**src/design/lgrb_pkg.sv**
```systemverilog
package lgrb_pkg;

  localparam int GRAPH_WIDTH_DEF  = 48;
  localparam int GRAPH_HEIGHT_DEF = 48;

  localparam int SAMPLE_W = 32;
  localparam int PING_W   = 30;
  localparam int REG_W    = 9;
  localparam int DROP_W   = 8;
  localparam int COLOR_W  = 8;
  localparam int ADDR_W   = 3;

  localparam int FLAG_CRIT_BIT = 31;
  localparam int FLAG_WARN_BIT = 30;

  localparam logic [PING_W-1:0]  PING_MAX      = '1;
  localparam logic [REG_W-1:0]   GRAPH_MIN_RST = 9'd0;
  localparam logic [REG_W-1:0]   GRAPH_MAX_RST = 9'd200;
  localparam logic [COLOR_W-1:0] COLOR_BASE    = 8'hD5;
  localparam logic [COLOR_W-1:0] COLOR_WARN    = 8'hDC;
  localparam logic [COLOR_W-1:0] COLOR_CRIT    = 8'hF2;

  // register index taken from paddr[2]
  localparam logic REG_GRAPH_MIN = 1'b0;
  localparam logic REG_GRAPH_MAX = 1'b1;

  typedef enum logic [1:0] {
    OP_ADD   = 2'd0,
    OP_DRAW  = 2'd1,
    OP_CLEAR = 2'd2
  } op_e;

  typedef enum logic [2:0] {
    ST_IDLE,
    ST_ADD,
    ST_SETUP,
    ST_RD,
    ST_MUL,
    ST_CHK,
    ST_DIV
  } state_e;

  typedef struct packed {
    logic push;
    logic clear;
    logic rd_en;
  } ring_ctl_t;

endpackage

```
**src/design/lgrb_ring.sv**
```systemverilog
module lgrb_ring #(
  parameter int GRAPH_WIDTH = lgrb_pkg::GRAPH_WIDTH_DEF,
  parameter int PTR_W       = $clog2(GRAPH_WIDTH),
  parameter int CNT_W       = $clog2(GRAPH_WIDTH + 1)
) (
  input  logic                          clk_i,
  input  logic                          rst_ni,
  input  lgrb_pkg::ring_ctl_t           ctl_i,
  input  logic [lgrb_pkg::SAMPLE_W-1:0] push_data_i,
  input  logic [PTR_W-1:0]              rd_idx_i,
  output logic [lgrb_pkg::SAMPLE_W-1:0] rd_data_o,
  output logic [CNT_W-1:0]              fill_o
);

  logic [lgrb_pkg::SAMPLE_W-1:0] mem [GRAPH_WIDTH];
  logic [PTR_W-1:0] wp_q, wp_d;
  logic [CNT_W-1:0] fill_q, fill_d;
  logic [PTR_W:0]   slot_sum;
  logic [PTR_W-1:0] rd_slot;

  // newest first: slot = (wp - 1 - idx) mod width
  always_comb begin
    slot_sum = {1'b0, wp_q} + (PTR_W + 1)'(GRAPH_WIDTH - 1) - {1'b0, rd_idx_i};
    if (slot_sum >= (PTR_W + 1)'(GRAPH_WIDTH)) begin
      rd_slot = PTR_W'(slot_sum - (PTR_W + 1)'(GRAPH_WIDTH));
    end else begin
      rd_slot = PTR_W'(slot_sum);
    end
  end

  always_comb begin
    wp_d   = wp_q;
    fill_d = fill_q;
    if (ctl_i.clear) begin
      wp_d   = '0;
      fill_d = '0;
    end else if (ctl_i.push) begin
      wp_d = (wp_q == PTR_W'(GRAPH_WIDTH - 1)) ? '0 : wp_q + PTR_W'(1);
      if (fill_q != CNT_W'(GRAPH_WIDTH)) begin
        fill_d = fill_q + CNT_W'(1);
      end
    end
  end

  always_ff @(posedge clk_i or negedge rst_ni) begin
    if (!rst_ni) begin
      wp_q   <= '0;
      fill_q <= '0;
    end else begin
      wp_q   <= wp_d;
      fill_q <= fill_d;
    end
  end

  always_ff @(posedge clk_i) begin
    if (ctl_i.push && !ctl_i.clear) begin
      mem[wp_q] <= push_data_i;
    end
    if (ctl_i.rd_en) begin
      rd_data_o <= mem[rd_slot];
    end
  end

  assign fill_o = fill_q;

endmodule

```
**src/design/lgrb_div.sv**
```systemverilog
module lgrb_div #(
  parameter int NUM_W = 36,
  parameter int DEN_W = 9,
  parameter int QUO_W = 6
) (
  input  logic             clk_i,
  input  logic             rst_ni,
  input  logic             start_i,
  input  logic [NUM_W-1:0] num_i,
  input  logic [DEN_W-1:0] den_i,
  output logic             done_o,
  output logic [QUO_W-1:0] quo_o
);

  localparam int CNT_W = $clog2(QUO_W + 1);

  logic             active_q, active_d;
  logic             done_q, done_d;
  logic [CNT_W-1:0] cnt_q, cnt_d;
  logic [NUM_W-1:0] rem_q, rem_d;
  logic [NUM_W-1:0] dsh_q, dsh_d;
  logic [QUO_W-1:0] quo_q, quo_d;
  logic             ge;

  // restoring division, one quotient bit per cycle, msb first
  assign ge = rem_q >= dsh_q;

  always_comb begin
    active_d = active_q;
    done_d   = 1'b0;
    cnt_d    = cnt_q;
    rem_d    = rem_q;
    dsh_d    = dsh_q;
    quo_d    = quo_q;
    if (start_i) begin
      active_d = 1'b1;
      cnt_d    = CNT_W'(QUO_W);
      rem_d    = num_i;
      dsh_d    = NUM_W'(den_i) << (QUO_W - 1);
      quo_d    = '0;
    end else if (active_q) begin
      rem_d = ge ? rem_q - dsh_q : rem_q;
      dsh_d = dsh_q >> 1;
      quo_d = {quo_q[QUO_W-2:0], ge};
      cnt_d = cnt_q - CNT_W'(1);
      if (cnt_q == CNT_W'(1)) begin
        active_d = 1'b0;
        done_d   = 1'b1;
      end
    end
  end

  always_ff @(posedge clk_i or negedge rst_ni) begin
    if (!rst_ni) begin
      active_q <= 1'b0;
      done_q   <= 1'b0;
      cnt_q    <= '0;
    end else begin
      active_q <= active_d;
      done_q   <= done_d;
      cnt_q    <= cnt_d;
    end
  end

  always_ff @(posedge clk_i) begin
    rem_q <= rem_d;
    dsh_q <= dsh_d;
    quo_q <= quo_d;
  end

  assign done_o = done_q;
  assign quo_o  = quo_q;

endmodule

```
**src/design/latency_graph_ring_buffer_top.sv**
```systemverilog
// latency graph ring buffer
// command channel: an item is taken at a clock edge with start high and busy
// low. op add stores a sample (one critical copy per dropped packet, then the
// ping itself) at one ring write per cycle. op clear empties the ring. op
// draw, if clamped graph_max exceeds clamped graph_min and the ring holds
// samples, walks them newest first and emits one beat per sample on column_o,
// bar_height_o, palette_color_o and last_o, marked by out_valid_o for a single
// cycle. each sample passes a ring read, a multiply and a check step and,
// unless the bar is clamped, the divider. busy stays high for the whole add
// or draw op. the user must write graph_min and graph_max over the apb port
// only while busy is low; the block does not enforce this. reset empties the
// ring and loads graph_min 0 and graph_max 200. the receiver cannot stall:
// every beat is taken in the cycle it is shown.
module latency_graph_ring_buffer_top #(
  parameter int GRAPH_WIDTH  = lgrb_pkg::GRAPH_WIDTH_DEF,
  parameter int GRAPH_HEIGHT = lgrb_pkg::GRAPH_HEIGHT_DEF,
  parameter int COL_W        = $clog2(GRAPH_WIDTH),
  parameter int HGT_W        = $clog2(GRAPH_HEIGHT + 1)
) (
  input  logic                          clk_i,
  input  logic                          rst_ni,
  input  logic                          psel,
  input  logic                          penable,
  input  logic                          pwrite,
  input  logic [lgrb_pkg::ADDR_W-1:0]   paddr,
  input  logic [31:0]                   pwdata,
  output logic [31:0]                   prdata,
  output logic                          pready,
  input  logic                          start,
  output logic                          busy,
  input  logic [1:0]                    op_i,
  input  logic                          command_valid_i,
  input  logic [31:0]                   time_sent_i,
  input  logic [31:0]                   time_received_i,
  input  logic [lgrb_pkg::DROP_W-1:0]   dropped_count_i,
  input  logic                          suppressed_i,
  output logic                          out_valid_o,
  output logic [COL_W-1:0]              column_o,
  output logic [HGT_W-1:0]              bar_height_o,
  output logic [lgrb_pkg::COLOR_W-1:0]  palette_color_o,
  output logic                          last_o
);

  localparam int PTR_W   = COL_W;
  localparam int CNT_W   = $clog2(GRAPH_WIDTH + 1);
  localparam int LIM_TOP = GRAPH_HEIGHT * 10;
  localparam int LIM_W   = ($clog2(LIM_TOP + 1) > lgrb_pkg::REG_W) ?
                           $clog2(LIM_TOP + 1) : lgrb_pkg::REG_W;
  localparam int NUM_W   = lgrb_pkg::PING_W + HGT_W;
  localparam int HR_W    = LIM_W + HGT_W;
  localparam int PW      = lgrb_pkg::PING_W;
  localparam int SW      = lgrb_pkg::SAMPLE_W;

  lgrb_pkg::state_e state_q, state_d;
  lgrb_pkg::ring_ctl_t ring_ctl;

  logic [lgrb_pkg::REG_W-1:0] graph_min_q, graph_min_d, graph_max_q, graph_max_d;
  logic [PW-1:0]              ping_q, ping_d;
  logic                       supp_q, supp_d;
  logic [lgrb_pkg::DROP_W-1:0] drops_q, drops_d;
  logic [LIM_W-1:0]           lo_q, lo_d, range_q, range_d;
  logic [HR_W-1:0]            hrange_q, hrange_d;
  logic [PTR_W-1:0]           idx_q, idx_d;
  logic                       neg_q, neg_d;
  logic [NUM_W-1:0]           num_q, num_d;
  logic [lgrb_pkg::COLOR_W-1:0] color_q, color_d;
  logic                       out_valid_q, out_valid_d;
  logic [COL_W-1:0]           column_q, column_d;
  logic [HGT_W-1:0]           height_q, height_d;
  logic [lgrb_pkg::COLOR_W-1:0] pcolor_q, pcolor_d;
  logic                       last_q, last_d;

  logic              accept, cfg_wr;
  logic [SW-1:0]     push_data, rd_data;
  logic [CNT_W-1:0]  fill;
  logic [LIM_W-1:0]  min_ext, max_ext, lo_c, hi_c;
  logic [31:0]       diff_c;
  logic [PW-1:0]     ping_c, ping_s, diff_s;
  logic              add_ok, idx_last;
  logic              div_start, div_done;
  logic [HGT_W-1:0]  div_quo;
  logic              emit;
  logic [HGT_W-1:0]  emit_h;

  assign accept = start && !busy;
  assign busy   = state_q != lgrb_pkg::ST_IDLE;
  assign cfg_wr = psel && penable && pwrite && pready;
  assign pready = 1'b1;
  assign prdata = (paddr[2] == lgrb_pkg::REG_GRAPH_MAX) ? 32'(graph_max_q) : 32'(graph_min_q);

  always_comb begin
    graph_min_d = graph_min_q;
    graph_max_d = graph_max_q;
    if (cfg_wr) begin
      if (paddr[2] == lgrb_pkg::REG_GRAPH_MIN) begin
        graph_min_d = pwdata[lgrb_pkg::REG_W-1:0];
      end else begin
        graph_max_d = pwdata[lgrb_pkg::REG_W-1:0];
      end
    end
  end

  // limits clamped to height * 10
  always_comb begin
    min_ext = LIM_W'(graph_min_q);
    max_ext = LIM_W'(graph_max_q);
    lo_c    = (min_ext > LIM_W'(LIM_TOP)) ? LIM_W'(LIM_TOP) : min_ext;
    hi_c    = (max_ext > LIM_W'(LIM_TOP)) ? LIM_W'(LIM_TOP) : max_ext;
  end

  always_comb begin
    diff_c = time_received_i - time_sent_i;
    ping_c = (diff_c[31:30] != 2'b00) ? lgrb_pkg::PING_MAX : diff_c[PW-1:0];
    add_ok = command_valid_i && (time_received_i >= time_sent_i);
    ping_s = rd_data[PW-1:0];
    diff_s = ping_s - PW'(lo_q);
    idx_last = (CNT_W'(idx_q) + CNT_W'(1)) == fill;
  end

  always_comb begin
    state_d     = state_q;
    ping_d      = ping_q;
    supp_d      = supp_q;
    drops_d     = drops_q;
    lo_d        = lo_q;
    range_d     = range_q;
    hrange_d    = hrange_q;
    idx_d       = idx_q;
    neg_d       = neg_q;
    num_d       = num_q;
    color_d     = color_q;
    ring_ctl    = '0;
    push_data   = '0;
    div_start   = 1'b0;
    emit        = 1'b0;
    emit_h      = '0;
    case (state_q)
      lgrb_pkg::ST_IDLE: begin
        if (accept) begin
          case (op_i)
            lgrb_pkg::OP_ADD: begin
              if (add_ok) begin
                ping_d  = ping_c;
                supp_d  = suppressed_i;
                drops_d = dropped_count_i;
                state_d = lgrb_pkg::ST_ADD;
              end
            end
            lgrb_pkg::OP_DRAW: begin
              if (hi_c > lo_c && fill != '0) begin
                lo_d    = lo_c;
                range_d = hi_c - lo_c;
                state_d = lgrb_pkg::ST_SETUP;
              end
            end
            lgrb_pkg::OP_CLEAR: begin
              ring_ctl.clear = 1'b1;
            end
            default: begin
            end
          endcase
        end
      end
      lgrb_pkg::ST_ADD: begin
        ring_ctl.push = 1'b1;
        if (drops_q != '0) begin
          push_data = {1'b1, 1'b0, ping_q};
          drops_d   = drops_q - lgrb_pkg::DROP_W'(1);
        end else begin
          push_data = {1'b0, supp_q, ping_q};
          state_d   = lgrb_pkg::ST_IDLE;
        end
      end
      lgrb_pkg::ST_SETUP: begin
        hrange_d = HR_W'(range_q) * HR_W'(GRAPH_HEIGHT);
        idx_d    = '0;
        state_d  = lgrb_pkg::ST_RD;
      end
      lgrb_pkg::ST_RD: begin
        ring_ctl.rd_en = 1'b1;
        state_d        = lgrb_pkg::ST_MUL;
      end
      lgrb_pkg::ST_MUL: begin
        neg_d = ping_s < PW'(lo_q);
        num_d = NUM_W'(diff_s) * NUM_W'(GRAPH_HEIGHT);
        if (rd_data[lgrb_pkg::FLAG_CRIT_BIT]) begin
          color_d = lgrb_pkg::COLOR_CRIT;
        end else if (rd_data[lgrb_pkg::FLAG_WARN_BIT]) begin
          color_d = lgrb_pkg::COLOR_WARN;
        end else begin
          color_d = lgrb_pkg::COLOR_BASE;
        end
        state_d = lgrb_pkg::ST_CHK;
      end
      lgrb_pkg::ST_CHK: begin
        if (neg_q) begin
          emit   = 1'b1;
          emit_h = '0;
        end else if (num_q >= NUM_W'(hrange_q)) begin
          emit   = 1'b1;
          emit_h = HGT_W'(GRAPH_HEIGHT);
        end else begin
          div_start = 1'b1;
          state_d   = lgrb_pkg::ST_DIV;
        end
      end
      lgrb_pkg::ST_DIV: begin
        if (div_done) begin
          emit   = 1'b1;
          emit_h = div_quo;
        end
      end
      default: begin
        state_d = lgrb_pkg::ST_IDLE;
      end
    endcase
    if (emit) begin
      if (idx_last) begin
        state_d = lgrb_pkg::ST_IDLE;
      end else begin
        idx_d   = idx_q + PTR_W'(1);
        state_d = lgrb_pkg::ST_RD;
      end
    end
  end

  always_comb begin
    out_valid_d = emit;
    column_d    = column_q;
    height_d    = height_q;
    pcolor_d    = pcolor_q;
    last_d      = last_q;
    if (emit) begin
      column_d = COL_W'(GRAPH_WIDTH - 1) - idx_q;
      height_d = emit_h;
      pcolor_d = color_q;
      last_d   = idx_last;
    end
  end

  always_ff @(posedge clk_i or negedge rst_ni) begin
    if (!rst_ni) begin
      state_q     <= lgrb_pkg::ST_IDLE;
      graph_min_q <= lgrb_pkg::GRAPH_MIN_RST;
      graph_max_q <= lgrb_pkg::GRAPH_MAX_RST;
      idx_q       <= '0;
      drops_q     <= '0;
      out_valid_q <= 1'b0;
      last_q      <= 1'b0;
    end else begin
      state_q     <= state_d;
      graph_min_q <= graph_min_d;
      graph_max_q <= graph_max_d;
      idx_q       <= idx_d;
      drops_q     <= drops_d;
      out_valid_q <= out_valid_d;
      last_q      <= last_d;
    end
  end

  always_ff @(posedge clk_i) begin
    ping_q   <= ping_d;
    supp_q   <= supp_d;
    lo_q     <= lo_d;
    range_q  <= range_d;
    hrange_q <= hrange_d;
    neg_q    <= neg_d;
    num_q    <= num_d;
    color_q  <= color_d;
    column_q <= column_d;
    height_q <= height_d;
    pcolor_q <= pcolor_d;
  end

  lgrb_ring #(
    .GRAPH_WIDTH (GRAPH_WIDTH),
    .PTR_W       (PTR_W),
    .CNT_W       (CNT_W)
  ) u_ring (
    .clk_i       (clk_i),
    .rst_ni      (rst_ni),
    .ctl_i       (ring_ctl),
    .push_data_i (push_data),
    .rd_idx_i    (idx_q),
    .rd_data_o   (rd_data),
    .fill_o      (fill)
  );

  lgrb_div #(
    .NUM_W (NUM_W),
    .DEN_W (LIM_W),
    .QUO_W (HGT_W)
  ) u_div (
    .clk_i   (clk_i),
    .rst_ni  (rst_ni),
    .start_i (div_start),
    .num_i   (num_q),
    .den_i   (range_q),
    .done_o  (div_done),
    .quo_o   (div_quo)
  );

  assign out_valid_o     = out_valid_q;
  assign column_o        = column_q;
  assign bar_height_o    = height_q;
  assign palette_color_o = pcolor_q;
  assign last_o          = last_q;

  // the final beat of a draw leaves the block idle
  assert property (@(posedge clk_i) disable iff (!rst_ni)
    out_valid_o && last_o |-> !busy)
    else $error("block still busy on final beat");

  // any other beat comes while the draw is still running
  assert property (@(posedge clk_i) disable iff (!rst_ni)
    out_valid_o && !last_o |-> state_q == lgrb_pkg::ST_RD)
    else $error("draw stopped before final beat");

  // divider only finishes inside the divide step
  assert property (@(posedge clk_i) disable iff (!rst_ni)
    div_done |-> state_q == lgrb_pkg::ST_DIV)
    else $error("divider result outside divide step");

  // bar height never exceeds the graph height
  assert property (@(posedge clk_i) disable iff (!rst_ni)
    out_valid_o |-> bar_height_o <= HGT_W'(GRAPH_HEIGHT))
    else $error("bar height out of range");

  // ring is never written during a draw
  assert property (@(posedge clk_i) disable iff (!rst_ni)
    ring_ctl.push |-> state_q == lgrb_pkg::ST_ADD)
    else $error("ring push outside add op");

endmodule
```
**config.mk**
```make
export PLATFORM = sky130hd
export DESIGN_NAME = latency_graph_ring_buffer_top
export DESIGN_NICKNAME = d
export VERILOG_FILES = /design/src/design/lgrb_pkg.sv /design/src/design/lgrb_ring.sv /design/src/design/lgrb_div.sv /design/src/design/latency_graph_ring_buffer_top.sv
export SDC_FILE = /design/constraint.sdc
export NUM_CORES = 2
export LEC_CHECK = 0
export ABC_AREA = 1
export BUFFER_PORTS_ARGS = -buffer_cell sky130_fd_sc_hd__buf_2
export CORE_UTILIZATION = 50
export DETAILED_ROUTE_END_ITERATION = 7
export MAX_ROUTING_LAYER = met4
export PLACE_DENSITY = 0.68
export SLEW_MARGIN = 20
export SYNTH_ARGS = -nofsm -noshare
export SYNTH_HDL_FRONTEND = slang
export SYNTH_SLANG_ARGS = --single-unit
export TNS_END_PERCENT = 5
```
**constraint.sdc**
```tcl
create_clock -name clk_i -period 3.9 [get_ports clk_i]
set_input_delay 0.39 -clock clk_i [delete_from_list [all_inputs] [get_ports clk_i]]
set_output_delay 0.39 -clock clk_i [all_outputs]
set_load 0.01 [all_outputs]
```
==> summary.md <==
| Metric | Value |
|---|---|
| Tightest Pin Transition | 0.892 ns |
| Slew Viols, Final | 0 |
| Met1 usage | 33.1% |
| Gr ovfl total | 0 |
| Clk_lat worst skew | 0.81 ns |
| Global Route Usage Sum | 25.6% |
| Critical Path Fanout Max | 32 |
| Port Buffer Count | 120 |
| Synth Area per Inst | 12.4 sq um |
| CTS Buffer Depth | 3 |
| First-pass GRT wire length | 303000 microns |
| Hold WC Path Type | primary input to flop |
| Min Tclk post-route | 3.70 ns |
| Critical setup path kind | flop to flop |
| WL final | 202000 microns |
| Sequential share of the synthesized area | 67.2% |
| Worst setup EP type | flop |
| Main flop type after synthesis | edfxtp_1 |
| CP Cell Sequence | inv_1, ha_1, ha_4, inv_1, fa_4, o221ai_1, xor2_1, inv_2, ha_1, nand2_1, nor4_1, a21oi_1, nand2_1, nand2_2, buf_4, nand4_1, nand3_1, nand2_1 |
| Post-synthesis async set-or-reset flop share | 3.02% |
| Fmax | 0.270 GHz |
| Synth-to-Final Area Change | 12.8% |
| Hold depth | 4 |
| Via density | 5.78 |
| Total number of vias | 51000 |
| Htree depth | 4 |
| Die height | 401 microns |
| CP most frequent cell | nand2_1 |
| Worst Reg2Reg Path Length in Cells | 18 |
| Die X | 401 microns |
| Clk pin slew, worst setup/hold paths | 0.06 ns |
| Core Box Area | 157000 sq um |
| Number of global-route vias before repair | 49500 |
| Largest net degree at the start of global routing | 95 |
| Drt pass-1 iters | 8 |
| Relative slew slack | 40.4% |
| DR iter-0 viols | 5030 |
| Final setup fails | 0 |
| Distinct cells, synth | 65 |
| Clk sinks | 1791 |
| NumNets Final | 6893 |
| Root Driver | clkbuf_16 |
| Initial Util | 50.6% |
| WL/cell | 22.8 microns |
| Met2 Track Usage GR | 40.9% |
| Period utilization | 94.9% |
| TritonCTS Buffers | 177 |
| CTS tree | yes |
| Share of the synthesized area in the top cell type | 65.2% |
| Global Route met3 Usage | 3.46% |
| RSZ-0062 raised after global routing | yes |
| Cells after Synth | 6426 |
| Slowest CP cell | fa_4 |
| Hold Fails Final Rpt | 0 |
| Layout Skew | 0.0326 ns |
| Yosys reg bits | 1791 |
| Synthesized area | 79500 sq um |
| Max cap viols | 0 |
| CP peak stage delay | 0.50 ns |
| DP HPWL | 121000 microns |
| Post-synth EDFFs | 1726 |
| Synth top area cells | edfxtp_1 65%, mux2i_1 4.8%, o211ai_1 3.7% |
| Std-Cell Rows | 145 |
| Status | finished clean |
| I/O pin count | 173 |
| Initial antenna violation count | 0 |
| Worst Setup Start Kind | flop |
| Data required, critical path | 4.47 ns |
| Top Usage Layer GRT | met2 |
| Final core occ | 57.1% |
| Drc violations | 0 |
| Layout cells sized above 1 | 11.2% |
| Yosys top cell by area | edfxtp_1 |
| Die area | 161000 sq um |
| WP data arrival | 4.27 ns |
| Final antenna-violating net count | 0 |
| Final GP Congestion | 0.910 |
| Yosys warns | 0 |
==> synth_stat cells, drive strengths merged (7+ instances only) <==
master and n:
a21oi 501, a31oi 7, buf 146, clkbuf 206, dfrtp 51, dfxtp 11
edfxtp 1726, fa 7, ha 136, inv 776, mux2i 384, nand2 594
nand3 267, nand4 75, nor2 286, nor3 31, nor4 16, o211ai 396
o21ai 599, o21bai 9, o31ai 9, xnor2 49, xor2 82
==> layer usage <==
metal | vias up | wire (microns) | share of wire [%]
met5 | - | 0 | 0
met4 | 0 | 8450 | 4.2
met3 | 374 | 13300 | 6.6
met2 | 1852 | 96300 | 48
met1 | 25200 | 83600 | 41
li1 | 23600 | - | -
==> worst paths after layout <==
check | startpoint | slack (ns) | to
setup / recovery | idx_q[1]$_DFF_PN0_ | 0.20 | u_ring.rd_data_o[28]$_DFFE_PN_
hold / removal | dropped_count_i[5] | 0.06 | drops_q[5]$_DFFE_PN0P_
setup reg to reg | idx_q[1]$_DFF_PN0_ | 0.20 | u_ring.rd_data_o[28]$_DFFE_PN_
hold reg to reg | color_q[1]$_SDFFCE_PP1P_ | 0.42 | palette_color_o[1]$_DFFE_PN_
max in group asynchronous | rst_ni | 2.95 | drops_q[6]$_DFFE_PN0P_
min in group asynchronous | rst_ni | 0.09 | out_valid_o$_DFF_PN0_
==> flip-flops by register name, summed over array words and instances (netlist names), 11 cells and up <==
signal,flops
ping_q,30
u_ring.mem,1536
num_q,32
u_ring.rd_data_o,32
u_div.dsh_q,14
hrange_q,11
u_div.rem_q,36
==> per-stage QoR <==
stage | cell area, sq um | TNS (ns) | worst slack, ns | hold slack (ns) | cells
finish | 89600 | 0 | 0.198 | 0.0553 | 8825
global route | 89600 | -0.0253 | -0.0149 | 0.0399 | 8824
CTS | 89600 | 0 | 0.152 | 0.00746 | 8823
detailed placement | 84000 | 0 | 0.177 | 0.367 | 8493
global placement | 84000 | 0 | 0.299 | 0.365 | 8493
floorplan | 79600 | 0 | 0.229 | 0.0944 | 6451
==> cell usage in the layout, fill, tap and decap left out, drive strengths merged, types with 82 or more instances in the layout <==
cell	synthesis	final
edfxtp	1726	1726
xor2	82	82
buf	146	337
a21oi	501	501
inv	776	784
nand2	594	594
mux2i	384	384
clkbuf	206	229
nand3	267	267
o211ai	396	396
ha	136	136
o21ai	599	599
nor2	286	286
==> cells by family (layout without fill, tap and decap cells) <==
| logic type | Yosys count | after routing | share of synthesized area [%] |
|---|---|---|---|
| flops | 1791 | 1791 | 67.2 |
| xor+xnor | 131 | 131 | 1.47 |
| other cells | 2 | 28 | 0.00945 |
| compound gates | 1556 | 1556 | 11.3 |
| simple gates | 1286 | 1286 | 7.17 |
| fa+ha+maj | 143 | 143 | 2.32 |
| buf+inv | 1133 | 1448 | 5.71 |
| mux | 384 | 384 | 4.84 |
==> worst max-delay path, delay by kind of cell, from the launching register on <==
kind | cells | cell delay [ns]
adders and majority gates | 4 | 1.14
AOI/OAI and AO/OA | 2 | 0.40
buffers and inverters | 4 | 0.54
xor gates and xnor gates | 1 | 0.22
DFF | 1 | 0.34
and+or+nand+nor | 7 | 0.79
==> cell type report <==
cell class | count | area (sq um)
well taps | 2058 | 2570
repair buffers | 355 | 2910
flip-flops and latches | 1791 | 53400
fillers | 12400 | 67300
clock inverters | 83 | 739
diodes | 1 | 2.50
clock buffers | 229 | 4700
inverters | 781 | 2950
multi-input cells | 3527 | 22300
==> timing repair <==
action                                  CTS  global route
setup buffers                             0             0
hold buffers                             18             0
endpoints found under the hold margin    45             0
endpoints found under the setup margin    0             3
resized for setup                         0             3
Power is not shown: default switching activity piles up to over one toggle a cycle in this logic, so the estimate is an artifact.
